$ cat config.mk
export PLATFORM = sky130hd
export DESIGN_NAME = pulse_oximeter_capture_sequencer_core
export DESIGN_NICKNAME = d
export VERILOG_FILES = /design/src/hw/rtl/pocs_pkg.sv /design/src/hw/rtl/pocs_cfg_regs.sv /design/src/hw/rtl/pocs_seq_core.sv /design/src/hw/rtl/pulse_oximeter_capture_sequencer_core.sv
export SDC_FILE = /design/constraint.sdc
export NUM_CORES = 1
export LEC_CHECK = 0
export ABC_AREA = 1
export BUFFER_PORTS_ARGS = -buffer_cell sky130_fd_sc_hd__buf_2
export CAP_MARGIN = 20
export CORE_MARGIN = 2
export CORE_UTILIZATION = 59
export CTS_CLUSTER_DIAMETER = 80
export DETAILED_ROUTE_END_ITERATION = 12
export GPL_TIMING_DRIVEN = 1
export PLACE_DENSITY = 0.8
export SLEW_MARGIN = 0
export SYNTH_ARGS = -nofsm -noshare
export SYNTH_HDL_FRONTEND = slang
export SYNTH_SLANG_ARGS = --single-unit
$ cat constraint.sdc
create_clock -name clk -period 3.5 [get_ports clk]
set_input_delay 0.35 -clock clk [delete_from_list [all_inputs] [get_ports clk]]
set_output_delay 0.35 -clock clk [all_outputs]
set_load 0.02 [all_outputs]
$ cat src/hw/rtl/pocs_pkg.sv
package pocs_pkg;

  localparam int LEVEL_W = 18;
  localparam int CODE_W  = 8;
  localparam int OUT_W   = 9;
  localparam int CNT_W   = 13;
  localparam int CFG_IDX_W = 3;

  localparam logic [CNT_W-1:0] COUNT_MAX = 13'd8191;

  // Register indexes of the configuration port.
  typedef enum logic [CFG_IDX_W-1:0] {
    REG_FINGER_ON  = 3'd0,
    REG_FINGER_OFF = 3'd1,
    REG_RED_HIGH   = 3'd2,
    REG_IR_HIGH    = 3'd3,
    REG_RED_LOW    = 3'd4,
    REG_IR_LOW     = 3'd5,
    REG_HOP        = 3'd6
  } reg_idx_t;

  // Sequencer phases, one-hot.
  typedef enum logic [3:0] {
    PH_IDLE    = 4'b0001,
    PH_CAL     = 4'b0010,
    PH_COMPUTE = 4'b0100,
    PH_COLLECT = 4'b1000
  } phase_t;

  localparam logic [1:0] PHASE_CODE_IDLE    = 2'd0;
  localparam logic [1:0] PHASE_CODE_CAL     = 2'd1;
  localparam logic [1:0] PHASE_CODE_COMPUTE = 2'd2;
  localparam logic [1:0] PHASE_CODE_COLLECT = 2'd3;

  localparam logic [1:0] LED_NONE = 2'd0;
  localparam logic [1:0] LED_HIGH = 2'd1;
  localparam logic [1:0] LED_LOW  = 2'd2;

  typedef struct packed {
    logic [LEVEL_W-1:0] finger_on_level;
    logic [LEVEL_W-1:0] finger_off_level;
    logic [CODE_W-1:0]  red_current_high;
    logic [CODE_W-1:0]  ir_current_high;
    logic [CODE_W-1:0]  red_current_low;
    logic [CODE_W-1:0]  ir_current_low;
    logic [CODE_W-1:0]  window_hop;
  } cfg_t;

  typedef struct packed {
    logic              finger_on;
    logic              store_en;
    logic [OUT_W-1:0]  write_slot;
    logic [1:0]        phase;
    logic [1:0]        led_cmd;
    logic [CODE_W-1:0] red_current;
    logic [CODE_W-1:0] ir_current;
    logic              window_go;
    logic [OUT_W-1:0]  window_start;
    logic [OUT_W-1:0]  window_length;
  } res_t;

  function automatic logic [1:0] phase_code(input phase_t ph);
    logic [1:0] code;
    unique case (ph)
      PH_IDLE:    code = PHASE_CODE_IDLE;
      PH_CAL:     code = PHASE_CODE_CAL;
      PH_COMPUTE: code = PHASE_CODE_COMPUTE;
      PH_COLLECT: code = PHASE_CODE_COLLECT;
      default:    code = PHASE_CODE_IDLE;
    endcase
    return code;
  endfunction

endpackage

$ cat src/hw/rtl/pocs_cfg_regs.sv
module pocs_cfg_regs (
  input  logic                               clk,
  input  logic                               rst_n,
  input  logic                               wr_en,
  input  logic [pocs_pkg::CFG_IDX_W-1:0]     wr_index,
  input  logic [pocs_pkg::LEVEL_W-1:0]       wr_data,
  output pocs_pkg::cfg_t                     cfg
);

  pocs_pkg::cfg_t cfg_r;

  always_ff @(posedge clk) begin
    if (!rst_n) begin
      cfg_r.finger_on_level  <= 18'd50000;
      cfg_r.finger_off_level <= 18'd30000;
      cfg_r.red_current_high <= 8'd36;
      cfg_r.ir_current_high  <= 8'd36;
      cfg_r.red_current_low  <= 8'd2;
      cfg_r.ir_current_low   <= 8'd2;
      cfg_r.window_hop       <= 8'd100;
    end else if (wr_en) begin
      unique case (wr_index)
        pocs_pkg::REG_FINGER_ON:  cfg_r.finger_on_level  <= wr_data;
        pocs_pkg::REG_FINGER_OFF: cfg_r.finger_off_level <= wr_data;
        pocs_pkg::REG_RED_HIGH:   cfg_r.red_current_high <= wr_data[pocs_pkg::CODE_W-1:0];
        pocs_pkg::REG_IR_HIGH:    cfg_r.ir_current_high  <= wr_data[pocs_pkg::CODE_W-1:0];
        pocs_pkg::REG_RED_LOW:    cfg_r.red_current_low  <= wr_data[pocs_pkg::CODE_W-1:0];
        pocs_pkg::REG_IR_LOW:     cfg_r.ir_current_low   <= wr_data[pocs_pkg::CODE_W-1:0];
        pocs_pkg::REG_HOP:        cfg_r.window_hop       <= wr_data[pocs_pkg::CODE_W-1:0];
        default: ;
      endcase
    end
  end

  assign cfg = cfg_r;

endmodule

$ cat src/hw/rtl/pocs_seq_core.sv
module pocs_seq_core #(
  parameter int RING_DEPTH = 512
) (
  input  logic                         clk,
  input  logic                         rst_n,
  input  logic                         step_en,
  input  logic                         cmd,
  input  logic [pocs_pkg::LEVEL_W-1:0] ir_sample,
  input  pocs_pkg::cfg_t               cfg,
  output pocs_pkg::res_t               res
);

  localparam int IDX_W = $clog2(RING_DEPTH);
  localparam int EXT_W = (IDX_W > pocs_pkg::OUT_W) ? IDX_W : pocs_pkg::OUT_W;
  localparam int CNT_W = pocs_pkg::CNT_W;

  pocs_pkg::phase_t  phase_r, phase_nxt;
  logic              finger_r, finger_nxt;
  logic [IDX_W-1:0]  head_r, head_nxt;
  logic [IDX_W-1:0]  tail_r, tail_nxt;
  logic [CNT_W-1:0]  count_r, count_nxt;

  logic [pocs_pkg::CODE_W-1:0] hop_eff;
  logic [CNT_W-1:0]            win_len;
  logic [IDX_W:0]              tail_sum;
  logic [IDX_W-1:0]            tail_adv;
  logic [EXT_W-1:0]            slot_ext;
  logic [EXT_W-1:0]            start_ext;

  // A hop of zero behaves as a hop of one.
  assign hop_eff  = (cfg.window_hop == '0) ? pocs_pkg::CODE_W'(1) : cfg.window_hop;
  assign win_len  = CNT_W'(RING_DEPTH) - CNT_W'(hop_eff);
  assign tail_sum = (IDX_W+1)'(tail_r) + (IDX_W+1)'(hop_eff);
  assign tail_adv = (tail_sum >= (IDX_W+1)'(RING_DEPTH))
                  ? IDX_W'(tail_sum - (IDX_W+1)'(RING_DEPTH))
                  : tail_sum[IDX_W-1:0];
  assign slot_ext  = EXT_W'(head_r);
  assign start_ext = EXT_W'(tail_r);

  always_comb begin
    phase_nxt  = phase_r;
    finger_nxt = finger_r;
    head_nxt   = head_r;
    tail_nxt   = tail_r;
    count_nxt  = count_r;

    res = '0;

    if (!cmd) begin
      if (finger_r) begin
        if (ir_sample < cfg.finger_off_level) begin
          finger_nxt = 1'b0;
        end
      end else if (ir_sample > cfg.finger_on_level) begin
        finger_nxt = 1'b1;
      end
      res.store_en   = 1'b1;
      res.write_slot = slot_ext[pocs_pkg::OUT_W-1:0];
      head_nxt = (head_r == IDX_W'(RING_DEPTH - 1)) ? '0 : head_r + IDX_W'(1);
      if (count_r < pocs_pkg::COUNT_MAX) begin
        count_nxt = count_r + CNT_W'(1);
      end
    end else if (phase_r == pocs_pkg::PH_IDLE) begin
      if (finger_r) begin
        count_nxt       = '0;
        tail_nxt        = head_r;
        res.led_cmd     = pocs_pkg::LED_HIGH;
        res.red_current = cfg.red_current_high;
        res.ir_current  = cfg.ir_current_high;
        phase_nxt       = pocs_pkg::PH_CAL;
      end
    end else if (!finger_r) begin
      res.led_cmd     = pocs_pkg::LED_LOW;
      res.red_current = cfg.red_current_low;
      res.ir_current  = cfg.ir_current_low;
      phase_nxt       = pocs_pkg::PH_IDLE;
    end else begin
      unique case (phase_r)
        pocs_pkg::PH_CAL: begin
          if (count_r > win_len) begin
            phase_nxt = pocs_pkg::PH_COMPUTE;
          end
        end
        pocs_pkg::PH_COMPUTE: begin
          res.window_go     = 1'b1;
          res.window_start  = start_ext[pocs_pkg::OUT_W-1:0];
          res.window_length = win_len[pocs_pkg::OUT_W-1:0];
          tail_nxt          = tail_adv;
          count_nxt         = '0;
          phase_nxt         = pocs_pkg::PH_COLLECT;
        end
        pocs_pkg::PH_COLLECT: begin
          if (count_r > CNT_W'(hop_eff)) begin
            phase_nxt = pocs_pkg::PH_COMPUTE;
          end
        end
        default: phase_nxt = pocs_pkg::PH_IDLE;
      endcase
    end

    res.finger_on = finger_nxt;
    res.phase     = pocs_pkg::phase_code(phase_nxt);
  end

  always_ff @(posedge clk) begin
    if (!rst_n) begin
      phase_r  <= pocs_pkg::PH_IDLE;
      finger_r <= 1'b0;
      head_r   <= '0;
      tail_r   <= '0;
      count_r  <= '0;
    end else if (step_en) begin
      phase_r  <= phase_nxt;
      finger_r <= finger_nxt;
      head_r   <= head_nxt;
      tail_r   <= tail_nxt;
      count_r  <= count_nxt;
    end
  end

  a_head_range: assert property (@(posedge clk) disable iff (!rst_n)
    head_r <= IDX_W'(RING_DEPTH - 1))
    else $error("head index left the ring");

  a_tail_range: assert property (@(posedge clk) disable iff (!rst_n)
    tail_r <= IDX_W'(RING_DEPTH - 1))
    else $error("tail index left the ring");

  a_sample_keeps_phase: assert property (@(posedge clk) disable iff (!rst_n)
    step_en && !cmd |=> phase_r == $past(phase_r))
    else $error("a sample changed the sequencer phase");

  a_window_in_collect: assert property (@(posedge clk) disable iff (!rst_n)
    step_en && res.window_go |=> phase_r == pocs_pkg::PH_COLLECT && count_r == '0)
    else $error("window request did not lead to collect");

endmodule

$ cat src/hw/rtl/pulse_oximeter_capture_sequencer_core.sv
// Path: an accepted input beat is held in the input register, steps the core into the
// result register once that register is free, and is offered there until it is taken.
// Throughput: one input beat per cycle while the result channel is not stalled;
// the input register still takes one more beat while a stalled result waits.
// Reset (rst_n low at a clock edge, synchronous): both stages empty, sequencer idle,
// no finger, head, tail and sample count zero, configuration at its defaults.
module pulse_oximeter_capture_sequencer_core #(
  parameter int RING_DEPTH = 512
) (
  input  logic                               clk,
  input  logic                               rst_n,

  input  logic                               in_valid,
  output logic                               in_stall,
  input  logic                               in_cmd,
  input  logic [pocs_pkg::LEVEL_W-1:0]       in_ir_sample,

  output logic                               out_valid,
  input  logic                               out_stall,
  output logic                               out_finger_on,
  output logic                               out_store_en,
  output logic [pocs_pkg::OUT_W-1:0]         out_write_slot,
  output logic [1:0]                         out_phase,
  output logic [1:0]                         out_led_cmd,
  output logic [pocs_pkg::CODE_W-1:0]        out_red_current,
  output logic [pocs_pkg::CODE_W-1:0]        out_ir_current,
  output logic                               out_window_go,
  output logic [pocs_pkg::OUT_W-1:0]         out_window_start,
  output logic [pocs_pkg::OUT_W-1:0]         out_window_length,

  input  logic                               cfg_valid,
  output logic                               cfg_ready,
  input  logic [pocs_pkg::CFG_IDX_W-1:0]     cfg_index,
  input  logic [pocs_pkg::LEVEL_W-1:0]       cfg_data
);

  pocs_pkg::cfg_t cfg;
  pocs_pkg::res_t res;

  // Input register: holds one accepted beat until the core can take it.
  logic                         s1_valid_r;
  logic                         s1_cmd_r;
  logic [pocs_pkg::LEVEL_W-1:0] s1_ir_r;

  // Result register.
  logic                         out_valid_r;
  pocs_pkg::res_t               out_r;

  logic out_free;
  logic step_en;
  logic in_take;

  // Taken unchecked: the user must send configuration writes only while the block is quiet.
  assign cfg_ready = 1'b1;

  pocs_cfg_regs u_cfg (
    .clk      (clk),
    .rst_n    (rst_n),
    .wr_en    (cfg_valid),
    .wr_index (cfg_index),
    .wr_data  (cfg_data),
    .cfg      (cfg)
  );

  // The result register is free when empty or being emptied this cycle.
  assign out_free = !out_valid_r || !out_stall;
  // The core steps whenever a held beat can move on into the result register.
  assign step_en  = s1_valid_r && out_free;
  // The input register only blocks when it is full and cannot drain.
  assign in_stall = s1_valid_r && !out_free;
  assign in_take  = in_valid && !in_stall;

  pocs_seq_core #(
    .RING_DEPTH (RING_DEPTH)
  ) u_core (
    .clk       (clk),
    .rst_n     (rst_n),
    .step_en   (step_en),
    .cmd       (s1_cmd_r),
    .ir_sample (s1_ir_r),
    .cfg       (cfg),
    .res       (res)
  );

  always_ff @(posedge clk) begin
    if (!rst_n) begin
      s1_valid_r  <= 1'b0;
      out_valid_r <= 1'b0;
    end else begin
      if (in_take) begin
        s1_valid_r <= 1'b1;
      end else if (step_en) begin
        s1_valid_r <= 1'b0;
      end
      if (step_en) begin
        out_valid_r <= 1'b1;
      end else if (!out_stall) begin
        out_valid_r <= 1'b0;
      end
    end
  end

  always_ff @(posedge clk) begin
    if (in_take) begin
      s1_cmd_r <= in_cmd;
      s1_ir_r  <= in_ir_sample;
    end
    if (step_en) begin
      out_r <= res;
    end
  end

  assign out_valid         = out_valid_r;
  assign out_finger_on     = out_r.finger_on;
  assign out_store_en      = out_r.store_en;
  assign out_write_slot    = out_r.write_slot;
  assign out_phase         = out_r.phase;
  assign out_led_cmd       = out_r.led_cmd;
  assign out_red_current   = out_r.red_current;
  assign out_ir_current    = out_r.ir_current;
  assign out_window_go     = out_r.window_go;
  assign out_window_start  = out_r.window_start;
  assign out_window_length = out_r.window_length;

  a_no_loss: assert property (@(posedge clk) disable iff (!rst_n)
    s1_valid_r && !step_en |=> s1_valid_r)
    else $error("held input beat vanished without stepping the core");

  a_step_fills_out: assert property (@(posedge clk) disable iff (!rst_n)
    step_en |=> out_valid_r)
    else $error("core step did not fill the result register");

  a_sample_no_led: assert property (@(posedge clk) disable iff (!rst_n)
    out_valid_r && out_store_en |-> out_led_cmd == pocs_pkg::LED_NONE && !out_window_go)
    else $error("sample result carried a sequencer command");

endmodule

==> out/qor.yml <==
synth_edf_count: 69
finClkSkew_ns: 0.009227
vdd_ir_drop_max_mv: 0.3277
netlist_area_um2: 8971
synthCells: 1057
setup_slack_ns: 0.3419
gr-total-overflow: 0
synth-xor-area-share_pct: 1.172
drc_errors: 0
p_leak_nw: 4.420
combPwrFrac_pct: 9.5
rsz0062_at_grt: "false"
drv_slew: 0
antenna_cells: 0
yosysMostFrequentCell: "nand2_1"
pwr-share-clk_pct: 39.7
clk_path_buf_depth: 2
numPortBuffers: 96
dr_total_vias: 7386
syn_avg_cell_area_um2: 8.487
via_per_inst: 5.483
period_minus_slack_ns: 3.158
worstPathArrival_ns: 3.34
ant_nets: 0
synth_simple_gate_area_share_pct: 18.10
busiest_layer: "met2"
drv_cap: 0
period_share_pct: 90.23
clk_latency_ns: 0.44
initialDrtViolationCount: 551
yosysTopAreaCell: "dfxtp_1"
antenna_found_initial: 0
fin_nets: 1256
synth_fa_ha_area_share_pct: 9.149
place_inst: 1315
hold_class: "input pin to flip-flop"
hpwl_um: 14420
yosysUniqueCellTypes: 51
status: "completed"
postSynth.asyncResetShare_pct: 0
worstMarginPinSlew_ns: 0.8590
cts_tree: "built"
use_met2_pct: 45.36
syn_to_final_growth_pct: 13.12
first_global_vias: 6949
grt_max_degree: 57
synth_common_cells: "166 x nand2_1, 152 x inv_1, 121 x nor2_1"
cts_sinks: 183
synthMuxAreaShare_pct: 0
synth_seq_cells: 183
first_pass_iters: 5
yosysSeqAreaShare_pct: 48.54
die_w_um: 127.3
cts_buffers: 17
start_kind: "flip-flop"
switchingPower_mw: 1.135
end_kind: "flip-flop"
wirelength_um: 20090
synth_top_family_by_area: "simple AND/OR/NAND/NOR gates"
synth.area.top_cells: "dfxtp_1 25%, edfxtp_1 23%, ha_1 8.9%"
max_freq_mhz: 316.6
synth_compound_area_share_pct: 14.39
die_height_um: 127.3
swShare_pct: 24.75
met3_usage_pct: 4.606
p_per_area_nw_per_um2: 451.7
dpl_worst_slack_ns: 0.3039
cp.required_ns: 3.68
grt_first_pass_wirelength_um: 33030
final_cells: 1347
finalSetupViolations: 0
h-tree-depth: 4
drive_gt1_share_pct: 13.89
yosysWarnings: 0
critical_path_class: "flip-flop to flip-flop"
die_area_um2: 16210
cts_setup_buffers: 0
synth-main-ff-cell: "dfxtp_1"
hold_viol_final: 0
tns_ns: 0
use_met1_pct: 30.90
path_clk_slew_ns: 0.07
io_pins: 98
fp.coreArea_um2: 15030
power_frac_seq_pct: 50.9
start_util_pct: 59.68
synth_top_area_share_pct: 25.44
rows: 45
cts_root_buffer: "clkbuf_16"
grt_usage_pct: 25.84
place_congestion: 0.9074
wl_per_cell_um: 14.91
relSlewSlack_pct: 42.67
path_max_fanout: 6
intPower_mw: 3.449
-- power groups by stage --
stage	combinational, mW	clock [mW]	sequential, mW
after floorplan	0.263	0	2.40
after global placement	0.417	0	2.37
after detailed placement	0.428	0	2.38
after CTS	0.432	1.84	2.33
after global routing	0.488	1.93	2.34
final	0.434	1.82	2.33
-- flip-flops by register name, indices dropped and copies added, names as in the netlist, 2 cells and up --
name and count:
out_ir_current 8, out_led_cmd 2, out_phase 2, out_red_current 8
out_window_length 9, out_window_start 9, out_write_slot 9, s1_ir_r 18
u_cfg.cfg 76, u_core.count_r 13, u_core.head_r 9, u_core.phase_r 4
u_core.start_ext 9
-- layout by cell type (no fill, tap or decap), drive strengths merged, types with 2 or more instances in the layout --
master  netlist  routed
nor4          5       5
nand3b        2       2
a22o          7       7
conb          1       2
a21oi        91      91
nand3        36      36
o211ai       23      23
inv         158     162
ha           64      64
dfxtp       114     114
o22ai         9       9
a31oi         4       4
nor2        128     128
clkinv        3       8
xor2          9       9
a221oi        2       2
nand4        12      12
nand2       172     172
o21ai        75      75
edfxtp       69      69
clkbuf       25      22
a211oi        9       9
buf           9     103
xnor2         3       3
or2           2       2
nor3         15      15
-- critical path, stage by stage, from the launching register on --
cell and delay, ns:
dfxtp_1 0.44, nor2_1 0.11, a31oi_2 0.32, ha_1 0.25
nand2_1 0.15, nor3_1 0.22, xor2_1 0.27, ha_1 0.29
nand2_1 0.07, nand2_1 0.05, nand2_1 0.05, nand2_1 0.05
a21oi_1 0.12, nand2_1 0.09, nand3b_1 0.08, nand2_1 0.05
nand2_1 0.10, nand2_1 0.09, nand2_1 0.07, nand2_1 0.05
-- per-layer routing --
| metal | part of all wire, % | vias to the layer above |
|---|---|---|
| li1 | - | 3715 |
| met5 | 0 | - |
| met1 | 42 | 3388 |
| met4 | 2.8 | 0 |
| met2 | 50 | 240 |
| met3 | 5.2 | 43 |
-- area by class of cell --
class,count,area (um^2)
fill,1231,4885
sequential,183,4354
multi-input combinational,680,3861
inverter,161,604.3
timing repair buffer,103,533.0
clock buffer,22,464.2
tap,188,235.2
clock inverter,10,96.34
-- worst paths after layout --
| path | from | cells after the start | slack, ns | to |
|---|---|---|---|---|
| worst max-delay path | u_cfg.cfg[2]$_SDFFE_PN1P_ | 19 | 0.34 | out_phase[1]$_DFFE_PP_ |
| worst min-delay path | in_ir_sample[11] | 1 | 0.09 | s1_ir_r[11]$_DFFE_PP_ |
| worst max register to register | u_cfg.cfg[2]$_SDFFE_PN1P_ | 19 | 0.34 | out_phase[1]$_DFFE_PP_ |
| worst min register to register | u_cfg.cfg[22]$_SDFFE_PN0P_ | 2 | 0.46 | u_cfg.cfg[22]$_SDFFE_PN0P_ |
-- per-stage QoR --
| step | power (mW) | utilization (%) | hold slack (ns) | area (um^2) |
|---|---|---|---|---|
| 3_5_place_dp | 2.805 | 63.70 | 0.4443 | 9575 |
| 3_3_place_gp | 2.791 | 63.70 | 0.4397 | 9575 |
| 4_1_cts | 4.603 | 67.42 | 0.07220 | 10140 |
| 2_1_floorplan | 2.662 | - | 0.4297 | 8975 |
| 5_1_grt | 4.756 | 67.51 | 0.07142 | 10150 |
| 6_report | 4.584 | 67.51 | 0.08633 | 10150 |
-- what timing repair did --
action / CTS / global route
setup endpoints to repair: 0 / 2
resized for setup: 0 / 2
hold buffers: 0 / 0
-- kinds of logic after synthesis --
| group | after synthesis |
|---|---|
| compound gates | 227 |
| xor+xnor | 12 |
| fa+ha+maj | 65 |
| buf+inv | 195 |
| flops | 183 |
| other cells | 1 |
| simple gates | 374 |
Power figures use the tool's default switching activity.
